**config.mk**
```make
export PLATFORM = sky130hd
export DESIGN_NAME = cbor_stream_tokenizer
export DESIGN_NICKNAME = d
export VERILOG_FILES = /design/src/rtl/cbst_pkg.sv /design/src/rtl/cbst_in_reg.sv /design/src/rtl/cbst_stack.sv /design/src/rtl/cbst_parser.sv /design/src/rtl/cbst_out_reg.sv /design/src/rtl/cbor_stream_tokenizer.sv
export SDC_FILE = /design/constraint.sdc
export NUM_CORES = 1
export LEC_CHECK = 0
export ABC_CLOCK_PERIOD_IN_PS = 7800
export BUFFER_PORTS_ARGS = -buffer_cell sky130_fd_sc_hd__buf_2
export CAP_MARGIN = 20
export CELL_PAD_IN_SITES_DETAIL_PLACEMENT = 1
export CELL_PAD_IN_SITES_GLOBAL_PLACEMENT = 2
export CORE_ASPECT_RATIO = 1.1
export CORE_MARGIN = 8
export CORE_UTILIZATION = 37
export CTS_CLUSTER_DIAMETER = 30
export DETAILED_ROUTE_END_ITERATION = 8
export PLACE_DENSITY_LB_ADDON = 0.1
export SYNTH_ARGS = -nofsm -noshare
export SYNTH_HDL_FRONTEND = slang
export SYNTH_HIERARCHICAL = 1
export SYNTH_SLANG_ARGS = --single-unit
```
**constraint.sdc**
```tcl
create_clock -name i_clk -period 7.8 [get_ports i_clk]
set_input_delay 1.95 -clock i_clk [delete_from_list [all_inputs] [get_ports i_clk]]
set_output_delay 1.95 -clock i_clk [all_outputs]
set_load 0.02 [all_outputs]
```
**src/rtl/cbst_pkg.sv**
```systemverilog
package cbst_pkg;

    // fixed field widths
    localparam int BYTE_W    = 8;
    localparam int KIND_W    = 2;
    localparam int MAJOR_W   = 3;
    localparam int ARG_W     = 64;
    localparam int NEST_W    = 4;
    localparam int ERR_W     = 3;
    localparam int STR_LIM_W = 17;
    localparam int ARR_LIM_W = 10;
    localparam int MAP_LIM_W = 7;
    localparam int CNT_W     = 10;
    localparam int EXT_W     = 4;
    localparam int CFG_IDX_W = 2;
    localparam int CFG_DAT_W = STR_LIM_W;

    // open-level counter covers the deepest allowed stack (counts up to 31 levels)
    localparam int OPEN_W          = 5;
    localparam int MAX_DEPTH_DEF   = 12;
    localparam int SHORT_ARG_MAX   = 23;
    localparam int EXT_ARG_MAX     = 27;

    // configuration register reset values
    localparam logic [STR_LIM_W-1:0] STR_LIM_RST = 17'd65536;
    localparam logic [ARR_LIM_W-1:0] ARR_LIM_RST = 10'd512;
    localparam logic [MAP_LIM_W-1:0] MAP_LIM_RST = 7'd64;

    // configuration register indexes
    localparam logic [CFG_IDX_W-1:0] CFG_MAX_STRING = 2'd0;
    localparam logic [CFG_IDX_W-1:0] CFG_MAX_ARRAY  = 2'd1;
    localparam logic [CFG_IDX_W-1:0] CFG_MAX_MAP    = 2'd2;

    // result kinds
    localparam logic [KIND_W-1:0] KIND_HEADER  = 2'd0;
    localparam logic [KIND_W-1:0] KIND_PAYLOAD = 2'd1;
    localparam logic [KIND_W-1:0] KIND_ERROR   = 2'd2;

    // error codes
    localparam logic [ERR_W-1:0] ERR_NONE      = 3'd0;
    localparam logic [ERR_W-1:0] ERR_BAD_AI    = 3'd1;
    localparam logic [ERR_W-1:0] ERR_TOO_DEEP  = 3'd2;
    localparam logic [ERR_W-1:0] ERR_OVER_LIM  = 3'd3;
    localparam logic [ERR_W-1:0] ERR_TRUNCATED = 3'd4;

    // major types
    localparam logic [MAJOR_W-1:0] MT_BSTR  = 3'd2;
    localparam logic [MAJOR_W-1:0] MT_TSTR  = 3'd3;
    localparam logic [MAJOR_W-1:0] MT_ARRAY = 3'd4;
    localparam logic [MAJOR_W-1:0] MT_MAP   = 3'd5;
    localparam logic [MAJOR_W-1:0] MT_TAG   = 3'd6;

    // stack commands
    localparam logic [1:0] STK_NONE  = 2'd0;
    localparam logic [1:0] STK_PUSH  = 2'd1;
    localparam logic [1:0] STK_POP   = 2'd2;
    localparam logic [1:0] STK_CLEAR = 2'd3;

    typedef struct packed {
        logic [KIND_W-1:0]  kind;
        logic [MAJOR_W-1:0] major_type;
        logic [ARG_W-1:0]   argument;
        logic [NEST_W-1:0]  nesting;
        logic [BYTE_W-1:0]  payload_byte;
        logic               top_done;
        logic [ERR_W-1:0]   error_code;
    } t_result;

    typedef struct packed {
        logic [1:0]       op;
        logic [CNT_W-1:0] count;
    } t_stk_cmd;

    typedef struct packed {
        logic [OPEN_W-1:0] open;
        logic              close_all;
    } t_stk_stat;

    function automatic t_result f_fault(input logic [ERR_W-1:0] code);
        t_result r;
        r            = '0;
        r.kind       = KIND_ERROR;
        r.error_code = code;
        return r;
    endfunction

endpackage

```
**src/rtl/cbst_in_reg.sv**
```systemverilog
module cbst_in_reg
    import cbst_pkg::*;
(
    input  logic              i_clk,
    input  logic              i_rst_n,
    input  logic              i_valid,
    output logic              o_ready,
    input  logic [BYTE_W-1:0] i_data_byte,
    input  logic              i_end_of_buffer,
    input  logic              i_take,
    output logic              o_valid,
    output logic [BYTE_W-1:0] o_data_byte,
    output logic              o_end_of_buffer
);

    logic              r_vld;
    logic [BYTE_W-1:0] r_byte;
    logic              r_eob;

    // slot frees up in the same cycle its byte is processed
    assign o_ready = !r_vld || i_take;

    always_ff @(posedge i_clk) begin
        if (!i_rst_n) begin
            r_vld <= 1'b0;
        end else if (o_ready) begin
            r_vld <= i_valid;
        end
    end

    always_ff @(posedge i_clk) begin
        if (i_valid && o_ready) begin
            r_byte <= i_data_byte;
            r_eob  <= i_end_of_buffer;
        end
    end

    assign o_valid         = r_vld;
    assign o_data_byte     = r_byte;
    assign o_end_of_buffer = r_eob;

endmodule

```
**src/rtl/cbst_stack.sv**
```systemverilog
module cbst_stack
    import cbst_pkg::*;
#(
    parameter int MAX_DEPTH = MAX_DEPTH_DEF
)
(
    input  logic      i_clk,
    input  logic      i_rst_n,
    input  t_stk_cmd  i_cmd,
    output t_stk_stat o_stat
);

    localparam int LEVELS = MAX_DEPTH + 1;
    localparam int IW     = $clog2(LEVELS);

    logic [CNT_W-1:0]  r_rem [LEVELS];
    logic              r_one [LEVELS];
    logic [OPEN_W-1:0] r_open;
    logic [OPEN_W-1:0] n_open;
    logic              found;
    logic [IW-1:0]     sel;

    // deepest open level that does not close when one more child finishes
    always_comb begin
        found = 1'b0;
        sel   = '0;
        for (int i = 0; i < LEVELS; i++) begin
            if ((OPEN_W'(i) < r_open) && !r_one[i]) begin
                found = 1'b1;
                sel   = IW'(i);
            end
        end
    end

    assign o_stat.open      = r_open;
    assign o_stat.close_all = !found;

    // open-level count
    always_comb begin
        n_open = r_open;
        case (i_cmd.op)
            STK_PUSH:  n_open = r_open + OPEN_W'(1);
            STK_POP:   n_open = found ? OPEN_W'(sel) + OPEN_W'(1) : '0;
            STK_CLEAR: n_open = '0;
            default:   n_open = r_open;
        endcase
    end

    always_ff @(posedge i_clk) begin
        if (!i_rst_n) begin
            r_open <= '0;
        end else begin
            r_open <= n_open;
        end
    end

    // child counts, only read below the open count
    always_ff @(posedge i_clk) begin
        if (i_cmd.op == STK_PUSH) begin
            r_rem[r_open[IW-1:0]] <= i_cmd.count;
            r_one[r_open[IW-1:0]] <= (i_cmd.count == CNT_W'(1));
        end else if (i_cmd.op == STK_POP && found) begin
            r_rem[sel] <= r_rem[sel] - CNT_W'(1);
            r_one[sel] <= (r_rem[sel] == CNT_W'(2));
        end
    end

    assert property (@(posedge i_clk) disable iff (!i_rst_n)
        r_open <= OPEN_W'(LEVELS))
    else $error("open level count beyond stack size");

    assert property (@(posedge i_clk) disable iff (!i_rst_n)
        i_cmd.op == STK_PUSH |-> r_open <= OPEN_W'(MAX_DEPTH))
    else $error("push into a full stack");

endmodule

```
**src/rtl/cbst_parser.sv**
```systemverilog
module cbst_parser
    import cbst_pkg::*;
#(
    parameter int MAX_DEPTH = MAX_DEPTH_DEF
)
(
    input  logic                 i_clk,
    input  logic                 i_rst_n,
    input  logic                 i_cfg_we,
    input  logic [CFG_IDX_W-1:0] i_cfg_idx,
    input  logic [CFG_DAT_W-1:0] i_cfg_data,
    input  logic                 i_in_valid,
    input  logic [BYTE_W-1:0]    i_data_byte,
    input  logic                 i_end_of_buffer,
    input  logic                 i_out_free,
    output logic                 o_take,
    output logic                 o_res_valid,
    output t_result              o_res
);

    localparam logic [1:0] PH_INIT    = 2'd0;
    localparam logic [1:0] PH_EXT     = 2'd1;
    localparam logic [1:0] PH_PAYLOAD = 2'd2;
    localparam logic [1:0] PH_IDLE    = 2'd3;

    logic [STR_LIM_W-1:0] r_max_str;
    logic [ARR_LIM_W-1:0] r_max_arr;
    logic [MAP_LIM_W-1:0] r_max_map;

    logic [1:0]           r_phase,    n_phase;
    logic [MAJOR_W-1:0]   r_major,    n_major;
    logic [EXT_W-1:0]     r_ext_left, n_ext_left;
    logic [ARG_W-1:0]     r_arg,      n_arg;
    logic [STR_LIM_W-1:0] r_pay_left, n_pay_left;

    t_stk_cmd             cmd;
    t_stk_stat            st;
    t_result              res;
    logic                 res_vld;
    logic                 hdr_go;
    logic [ARG_W-1:0]     hdr_arg;
    logic [MAJOR_W-1:0]   hdr_mt;
    logic [ARG_W-1:0]     ext_arg;
    logic [4:0]           ai;
    logic [MAJOR_W-1:0]   mt_in;
    logic                 over_str;
    logic                 over_arr;
    logic                 over_map;
    logic                 proc;

    cbst_stack #(.MAX_DEPTH(MAX_DEPTH)) u_stack (
        .i_clk   (i_clk),
        .i_rst_n (i_rst_n),
        .i_cmd   (cmd),
        .o_stat  (st)
    );

    // a byte is processed when the result register can take its result
    assign proc   = i_in_valid && i_out_free;
    assign o_take = proc;

    assign ai      = i_data_byte[4:0];
    assign mt_in   = i_data_byte[7:5];
    assign ext_arg = {r_arg[ARG_W-BYTE_W-1:0], i_data_byte};

    // header completes on a short initial byte or on the last extension byte
    always_comb begin
        hdr_go  = 1'b0;
        hdr_arg = '0;
        hdr_mt  = '0;
        if (r_phase == PH_INIT && st.open <= OPEN_W'(MAX_DEPTH)
                && ai <= 5'(SHORT_ARG_MAX)) begin
            hdr_go  = 1'b1;
            hdr_arg = ARG_W'(ai);
            hdr_mt  = mt_in;
        end else if (r_phase == PH_EXT && r_ext_left == EXT_W'(1)) begin
            hdr_go  = 1'b1;
            hdr_arg = ext_arg;
            hdr_mt  = r_major;
        end
    end

    // limit checks on the completed header argument
    assign over_str = (|hdr_arg[ARG_W-1:STR_LIM_W]) || (hdr_arg[STR_LIM_W-1:0] > r_max_str);
    assign over_arr = (|hdr_arg[ARG_W-1:ARR_LIM_W]) || (hdr_arg[ARR_LIM_W-1:0] > r_max_arr);
    assign over_map = (|hdr_arg[ARG_W-1:MAP_LIM_W]) || (hdr_arg[MAP_LIM_W-1:0] > r_max_map);

    // per-byte step
    always_comb begin
        n_phase    = r_phase;
        n_major    = r_major;
        n_ext_left = r_ext_left;
        n_arg      = r_arg;
        n_pay_left = r_pay_left;
        cmd        = '0;
        res        = '0;
        res_vld    = 1'b0;

        case (r_phase)
            PH_INIT: begin
                if (st.open > OPEN_W'(MAX_DEPTH)) begin
                    res     = f_fault(ERR_TOO_DEEP);
                    res_vld = 1'b1;
                    n_phase = PH_IDLE;
                end else begin
                    n_major = mt_in;
                    if (ai > 5'(EXT_ARG_MAX)) begin
                        res     = f_fault(ERR_BAD_AI);
                        res_vld = 1'b1;
                        n_phase = PH_IDLE;
                    end else if (ai > 5'(SHORT_ARG_MAX)) begin
                        n_ext_left = EXT_W'(1) << ai[1:0];
                        n_arg      = '0;
                        n_phase    = PH_EXT;
                    end
                end
            end
            PH_EXT: begin
                n_arg      = ext_arg;
                n_ext_left = r_ext_left - EXT_W'(1);
            end
            PH_PAYLOAD: begin
                n_pay_left       = r_pay_left - STR_LIM_W'(1);
                res.kind         = KIND_PAYLOAD;
                res.major_type   = r_major;
                res.nesting      = st.open[NEST_W-1:0];
                res.payload_byte = i_data_byte;
                res_vld          = 1'b1;
                if (r_pay_left == STR_LIM_W'(1)) begin
                    cmd.op       = STK_POP;
                    res.top_done = st.close_all;
                    n_phase      = st.close_all ? PH_IDLE : PH_INIT;
                end
            end
            default: ;
        endcase

        // header complete: token or over-limit error
        if (hdr_go) begin
            res.kind       = KIND_HEADER;
            res.major_type = hdr_mt;
            res.argument   = hdr_arg;
            res.nesting    = st.open[NEST_W-1:0];
            res_vld        = 1'b1;
            n_phase        = PH_INIT;
            case (hdr_mt)
                MT_BSTR, MT_TSTR: begin
                    if (over_str) begin
                        res     = f_fault(ERR_OVER_LIM);
                        n_phase = PH_IDLE;
                    end else if (hdr_arg == '0) begin
                        cmd.op       = STK_POP;
                        res.top_done = st.close_all;
                        n_phase      = st.close_all ? PH_IDLE : PH_INIT;
                    end else begin
                        n_pay_left = hdr_arg[STR_LIM_W-1:0];
                        n_phase    = PH_PAYLOAD;
                    end
                end
                MT_ARRAY: begin
                    if (over_arr) begin
                        res     = f_fault(ERR_OVER_LIM);
                        n_phase = PH_IDLE;
                    end else if (hdr_arg == '0) begin
                        cmd.op       = STK_POP;
                        res.top_done = st.close_all;
                        n_phase      = st.close_all ? PH_IDLE : PH_INIT;
                    end else begin
                        cmd.op    = STK_PUSH;
                        cmd.count = hdr_arg[CNT_W-1:0];
                    end
                end
                MT_MAP: begin
                    if (over_map) begin
                        res     = f_fault(ERR_OVER_LIM);
                        n_phase = PH_IDLE;
                    end else if (hdr_arg == '0) begin
                        cmd.op       = STK_POP;
                        res.top_done = st.close_all;
                        n_phase      = st.close_all ? PH_IDLE : PH_INIT;
                    end else begin
                        // two children per pair
                        cmd.op    = STK_PUSH;
                        cmd.count = {hdr_arg[CNT_W-2:0], 1'b0};
                    end
                end
                MT_TAG: begin
                    cmd.op    = STK_PUSH;
                    cmd.count = CNT_W'(1);
                end
                default: begin
                    cmd.op       = STK_POP;
                    res.top_done = st.close_all;
                    n_phase      = st.close_all ? PH_IDLE : PH_INIT;
                end
            endcase
        end

        // end of buffer: truncation check, then parser restart
        if (i_end_of_buffer) begin
            if (n_phase != PH_IDLE) begin
                res     = f_fault(ERR_TRUNCATED);
                res_vld = 1'b1;
            end
            n_phase    = PH_INIT;
            n_major    = '0;
            n_ext_left = '0;
            n_arg      = '0;
            n_pay_left = '0;
            cmd        = '0;
            cmd.op     = STK_CLEAR;
        end

        // nothing moves without a transfer to process
        if (!proc) begin
            n_phase    = r_phase;
            n_major    = r_major;
            n_ext_left = r_ext_left;
            n_arg      = r_arg;
            n_pay_left = r_pay_left;
            cmd        = '0;
            res_vld    = 1'b0;
        end
    end

    assign o_res_valid = res_vld;
    assign o_res       = res;

    // parser state
    always_ff @(posedge i_clk) begin
        if (!i_rst_n) begin
            r_phase    <= PH_INIT;
            r_major    <= '0;
            r_ext_left <= '0;
            r_pay_left <= '0;
        end else begin
            r_phase    <= n_phase;
            r_major    <= n_major;
            r_ext_left <= n_ext_left;
            r_pay_left <= n_pay_left;
        end
    end

    always_ff @(posedge i_clk) begin
        r_arg <= n_arg;
    end

    // limit registers
    always_ff @(posedge i_clk) begin
        if (!i_rst_n) begin
            r_max_str <= STR_LIM_RST;
            r_max_arr <= ARR_LIM_RST;
            r_max_map <= MAP_LIM_RST;
        end else if (i_cfg_we) begin
            case (i_cfg_idx)
                CFG_MAX_STRING: r_max_str <= i_cfg_data;
                CFG_MAX_ARRAY:  r_max_arr <= i_cfg_data[ARR_LIM_W-1:0];
                CFG_MAX_MAP:    r_max_map <= i_cfg_data[MAP_LIM_W-1:0];
                default: ;
            endcase
        end
    end

    assert property (@(posedge i_clk) disable iff (!i_rst_n)
        proc && i_end_of_buffer |=> r_phase == PH_INIT && st.open == '0)
    else $error("parser not restarted after end of buffer");

    assert property (@(posedge i_clk) disable iff (!i_rst_n)
        proc && res_vld && res.top_done && !i_end_of_buffer
            |=> st.open == '0 && r_phase == PH_IDLE)
    else $error("top item reported done with containers still open");

endmodule

```
**src/rtl/cbst_out_reg.sv**
```systemverilog
module cbst_out_reg
    import cbst_pkg::*;
(
    input  logic    i_clk,
    input  logic    i_rst_n,
    input  logic    i_load,
    input  t_result i_res,
    output logic    o_free,
    output logic    o_valid,
    input  logic    i_ready,
    output t_result o_res
);

    logic    r_vld;
    t_result r_res;

    // free when empty or being emptied by a transfer this cycle
    assign o_free = !r_vld || i_ready;

    always_ff @(posedge i_clk) begin
        if (!i_rst_n) begin
            r_vld <= 1'b0;
        end else if (i_load) begin
            r_vld <= 1'b1;
        end else if (i_ready) begin
            r_vld <= 1'b0;
        end
    end

    always_ff @(posedge i_clk) begin
        if (i_load) begin
            r_res <= i_res;
        end
    end

    assign o_valid = r_vld;
    assign o_res   = r_res;

endmodule

```
**src/rtl/cbor_stream_tokenizer.sv**
```systemverilog
// channel   direction  handshake                     payload
// input     in         i_in_valid / o_in_ready       i_data_byte, i_end_of_buffer
// result    out        o_out_valid / i_out_ready     o_kind .. o_error_code
// config    in         i_cfg_we (no wait)            i_cfg_idx, i_cfg_data
//
// one byte per cycle sustained while the result register is free; a byte goes input register -> parse logic ->
// result register, so any result it gives is loaded into the result register from the input register's byte
// the parse step and the nesting stack update are computed together, including the close search
// over the stack levels
// synchronous active-low reset clears control state and loads the default limits
// a full result register stalls the parse step, and the input register then fills and
// drops o_in_ready
module cbor_stream_tokenizer
    import cbst_pkg::*;
#(
    parameter int MAX_DEPTH = MAX_DEPTH_DEF
)
(
    input  logic                 i_clk,
    input  logic                 i_rst_n,
    input  logic                 i_cfg_we,
    input  logic [CFG_IDX_W-1:0] i_cfg_idx,
    input  logic [CFG_DAT_W-1:0] i_cfg_data,
    input  logic                 i_in_valid,
    output logic                 o_in_ready,
    input  logic [BYTE_W-1:0]    i_data_byte,
    input  logic                 i_end_of_buffer,
    output logic                 o_out_valid,
    input  logic                 i_out_ready,
    output logic [KIND_W-1:0]    o_kind,
    output logic [MAJOR_W-1:0]   o_major_type,
    output logic [ARG_W-1:0]     o_argument,
    output logic [NEST_W-1:0]    o_nesting,
    output logic [BYTE_W-1:0]    o_payload_byte,
    output logic                 o_top_done,
    output logic [ERR_W-1:0]     o_error_code
);

    logic              in_vld;
    logic [BYTE_W-1:0] in_byte;
    logic              in_eob;
    logic              take;
    logic              out_free;
    logic              res_vld;
    t_result           res;
    t_result           out_res;

    cbst_in_reg u_in_reg (
        .i_clk           (i_clk),
        .i_rst_n         (i_rst_n),
        .i_valid         (i_in_valid),
        .o_ready         (o_in_ready),
        .i_data_byte     (i_data_byte),
        .i_end_of_buffer (i_end_of_buffer),
        .i_take          (take),
        .o_valid         (in_vld),
        .o_data_byte     (in_byte),
        .o_end_of_buffer (in_eob)
    );

    cbst_parser #(.MAX_DEPTH(MAX_DEPTH)) u_parser (
        .i_clk           (i_clk),
        .i_rst_n         (i_rst_n),
        .i_cfg_we        (i_cfg_we),
        .i_cfg_idx       (i_cfg_idx),
        .i_cfg_data      (i_cfg_data),
        .i_in_valid      (in_vld),
        .i_data_byte     (in_byte),
        .i_end_of_buffer (in_eob),
        .i_out_free      (out_free),
        .o_take          (take),
        .o_res_valid     (res_vld),
        .o_res           (res)
    );

    cbst_out_reg u_out_reg (
        .i_clk   (i_clk),
        .i_rst_n (i_rst_n),
        .i_load  (res_vld),
        .i_res   (res),
        .o_free  (out_free),
        .o_valid (o_out_valid),
        .i_ready (i_out_ready),
        .o_res   (out_res)
    );

    assign o_kind         = out_res.kind;
    assign o_major_type   = out_res.major_type;
    assign o_argument     = out_res.argument;
    assign o_nesting      = out_res.nesting;
    assign o_payload_byte = out_res.payload_byte;
    assign o_top_done     = out_res.top_done;
    assign o_error_code   = out_res.error_code;

endmodule

```
==> results.yml <==
outcome:
  status: "finished, final reports clean"
synthesis:
  synth-edff-count: 293
  yosys_warnings: 6
  ys_seq_elements: 360
  synth.distinct_cells: 98
  avgSynthCellArea_um2: 11.3
  yosys.cell_count.top_type: "edfxtp_1"
  synth_top_area_frac: 0.511
  netlist_instances: 1529
  syn_nets: 1604
  synth_top_area_cell: "edfxtp_1"
  synth_ff_type: "edfxtp_1"
  synth_common_cells: "edfxtp_1, nand2_1, nor3_1"
  ys_seq_area_frac: 0.589
  async_flop_share: 0
  synth_area_leaders: "edfxtp_1, dfxtp_1, nand2_1, nor3_1, ha_1"
  syn_area_mm2: 0.0172
route:
  ant_nets: 0
  wl_per_cell_um: 23.9
  vias_per_cell: 5.60
  route.detailed.drc: 0
  drt_iter0_drc: 1006
  vias: 13300
  routed_wl_um: 56600
  drtPass1Iterations: 5
global_route:
  grt_pass1_vias: 13900
  grt_usage: 0.207
  grt_overflow: 0
  grt_pass1_wl_um: 86800
  grt_antenna_before_repair: 2
  grt_max_degree: 79
critical_path:
  critPathArrivalTime_ns: 6.70
  crit_top_cell: "nand2_1"
  cp_top_family: "simple AND/OR/NAND/NOR gates"
  crit_slowest_cell: "dfxtp_1"
  cp.buffers_inverters: 1
  critical-path-max-stage-delay_ns: 0.91
  path_class: "reg -> reg"
  required_ns: 8.02
  end_kind: "flop"
  crit_chain: "o211ai_1, and3_1, or2_2, nand2_1, inv_1, ha_1, and4_1, o21ai_0, o2111a_1, o22ai_1, or3_1, nand2b_1, a41oi_1, nor2b_1, nand2_1, o21a_1, nand2_1, nor2_1"
  critPathMaxFanout: 27
  startpoint_type: "flop"
finish:
  nFillCells: 4883
  multi_input_area_mm2: 0.00642
  layout.cells.non_filler: 2371
  layout.nets: 1777
  area_delta_synth_final_pct: 25.6
  register_area_mm2: 0.0101
  drive_gt1_frac: 0.207
clocking:
  cts_hold_buffers: 0
  clock_latency_ns: 0.62
  clk_pin_slew_worst_paths_ns: 0.04
  clockBufferDepth: 3
  clock-sinks: 360
  numCtsBuffers: 86
  cts_root_buf: "clkbuf_16"
  h-tree-depth: 3
  post-cts-setup-buffer-count: 0
  post_cts_resized: 0
  cts_tree: "yes"
power:
  p_int_uw: 4910
  clockPowerShare: 0.590
  leakage_uw: 0.00811
  powerDensity_mw_per_mm2: 297
  pwr-share-seq: 0.342
  p_switching_uw: 1510
  p_comb_frac: 0.068
  ir_worst_vdd_mv: 0.219
  p_sw_frac: 0.235
  power_uw: 6410
placement:
  gp_congestion: 0.876
  hpwl_um: 39700
  dp.cells: 2205
  portBuffers: 119
floorplanning:
  fp.coreArea_mm2: 0.0463
  fp-row-count: 83
  io_pins: 120
  dieArea_mm2: 0.0537
  dieHeight_um: 242
  fp.dieW_um: 222
  start_util: 0.371
timing:
  maxSlewHeadroom: 0.283
  finalCriticalPeriod_ns: 6.48
  setup_tns_ns: 0
  final_hold_viol_count: 0
  fin_skew_ns: 0.0310
  maxSlewViolCount: 0
  finalSetupViolCount: 0
  finalCritPeriodShare: 0.831
  worst_pin_slew_ns: 1.07
  rsz0062_at_grt: "no"
  clock.fmax_mhz: 154
  hold_slack_ns: 0.453
hold_path:
  hold_path_class: "reg -> reg"
flow_run:
  drv_cap: 0
## sequential cells by signal (all words and copies together) (netlist names), 2 cells and up
| register | count |
|---|---|
| u_parser/u_stack/r_rem | 130 |
| u_out_reg/o_res | 85 |
| u_parser/r_arg | 56 |
| u_parser/r_max_str | 17 |
| u_parser/r_pay_left | 17 |
| u_parser/u_stack/r_one | 13 |
| u_parser/r_max_arr | 10 |
| u_in_reg/o_data_byte | 8 |
| u_parser/r_max_map | 7 |
| u_parser/u_stack/r_open | 5 |
| u_parser/r_ext_left | 4 |
| u_parser/r_major | 3 |
| u_parser/r_phase | 2 |
## cell type report
cell class / count / share of cell area
Inverter: 70 / 0.0122
Clock inverter: 58 / 0.0401
Clock buffer: 103 / 0.104
Multi-Input combinational cell: 1024 / 0.297
Timing Repair Buffer: 160 / 0.0427
Tap cell: 595 / 0.0345
Antenna cell: 1 / 0.000116
Sequential cell: 360 / 0.469
## power by group through the flow
stage          clock [µW]  sequential [µW]  combinational (µW)
4_1_cts              3850             2200                 438
3_3_place_gp            0             2230                 429
2_1_floorplan           0             2250                 255
5_1_grt              3950             2200                 474
6_report             3780             2200                 435
3_5_place_dp            0             2230                 436
## logic make-up (layout without fill, tap and decap cells)
logic type / count (synthesis) / in the layout / synth area share
xor+xnor: 9 / 9 / 0.00458
flops: 360 / 360 / 0.589
mux: 27 / 27 / 0.0163
fa+ha+maj: 42 / 42 / 0.0305
other cells: 0 / 1 / 0
compound gates: 311 / 311 / 0.131
simple gates: 635 / 635 / 0.190
buf+inv: 145 / 391 / 0.0385
## placed cells by master (no fill, tap or decap), types with 9 or more instances in the layout
cell type,n
a211oi_1,10
a21boi_0,11
a21oi_1,56
a22oi_1,11
a31oi_1,10
and2_1,64
and3_1,15
buf_2,119
buf_4,38
bufinv_16,17
clkbuf_1,14
clkbuf_16,86
clkinv_2,12
dfxtp_1,67
edfxtp_1,293
ha_1,42
inv_1,67
mux2i_1,19
nand2_1,192
nand2b_1,18
nand3_1,28
nand4_1,24
nor2_1,79
nor2b_1,14
nor3_1,110
nor4_1,26
o211ai_1,12
o21ai_0,56
o22ai_1,21
or3_1,9
## stage by stage
stage	area [µm²]	worst slack [ns]	utilization
floorplan	17200	0.191	-
global placement	18500	1.32	0.399
detailed placement	18500	1.13	0.399
CTS	21600	1.10	0.466
global route	21600	0.755	0.467
finish	21600	1.32	0.467
## worst paths after layout
kind / from / depth (start not counted) / slack, ns / to
setup reg to reg: u_parser/u_stack/r_open[2] / 18 / 1.32 / u_parser/u_stack/r_rem[4][3]
hold reg to reg: u_parser/r_max_arr[6] / 2 / 0.45 / u_parser/r_max_arr[6]
hold / removal: u_parser/r_max_arr[6] / 2 / 0.45 / u_parser/r_max_arr[6]
setup / recovery: u_parser/u_stack/r_open[2] / 18 / 1.32 / u_parser/u_stack/r_rem[4][3]
## tightest hold or removal path, cell delays in order, from the launching register on
cell     delay [ns]
dfxtp_1        0.30
nand2_1        0.05
a21oi_1        0.05
## metal layers
metal	vias up	global-route usage	routed length (µm)
met2	348	0.344	27400
met5	-	0	13
met1	6757	0.269	25400
met4	2	0.0720	1180
li1	6110	-	-
met3	68	0.0384	2640
Note: power is estimated with default switching activity, not from simulation.
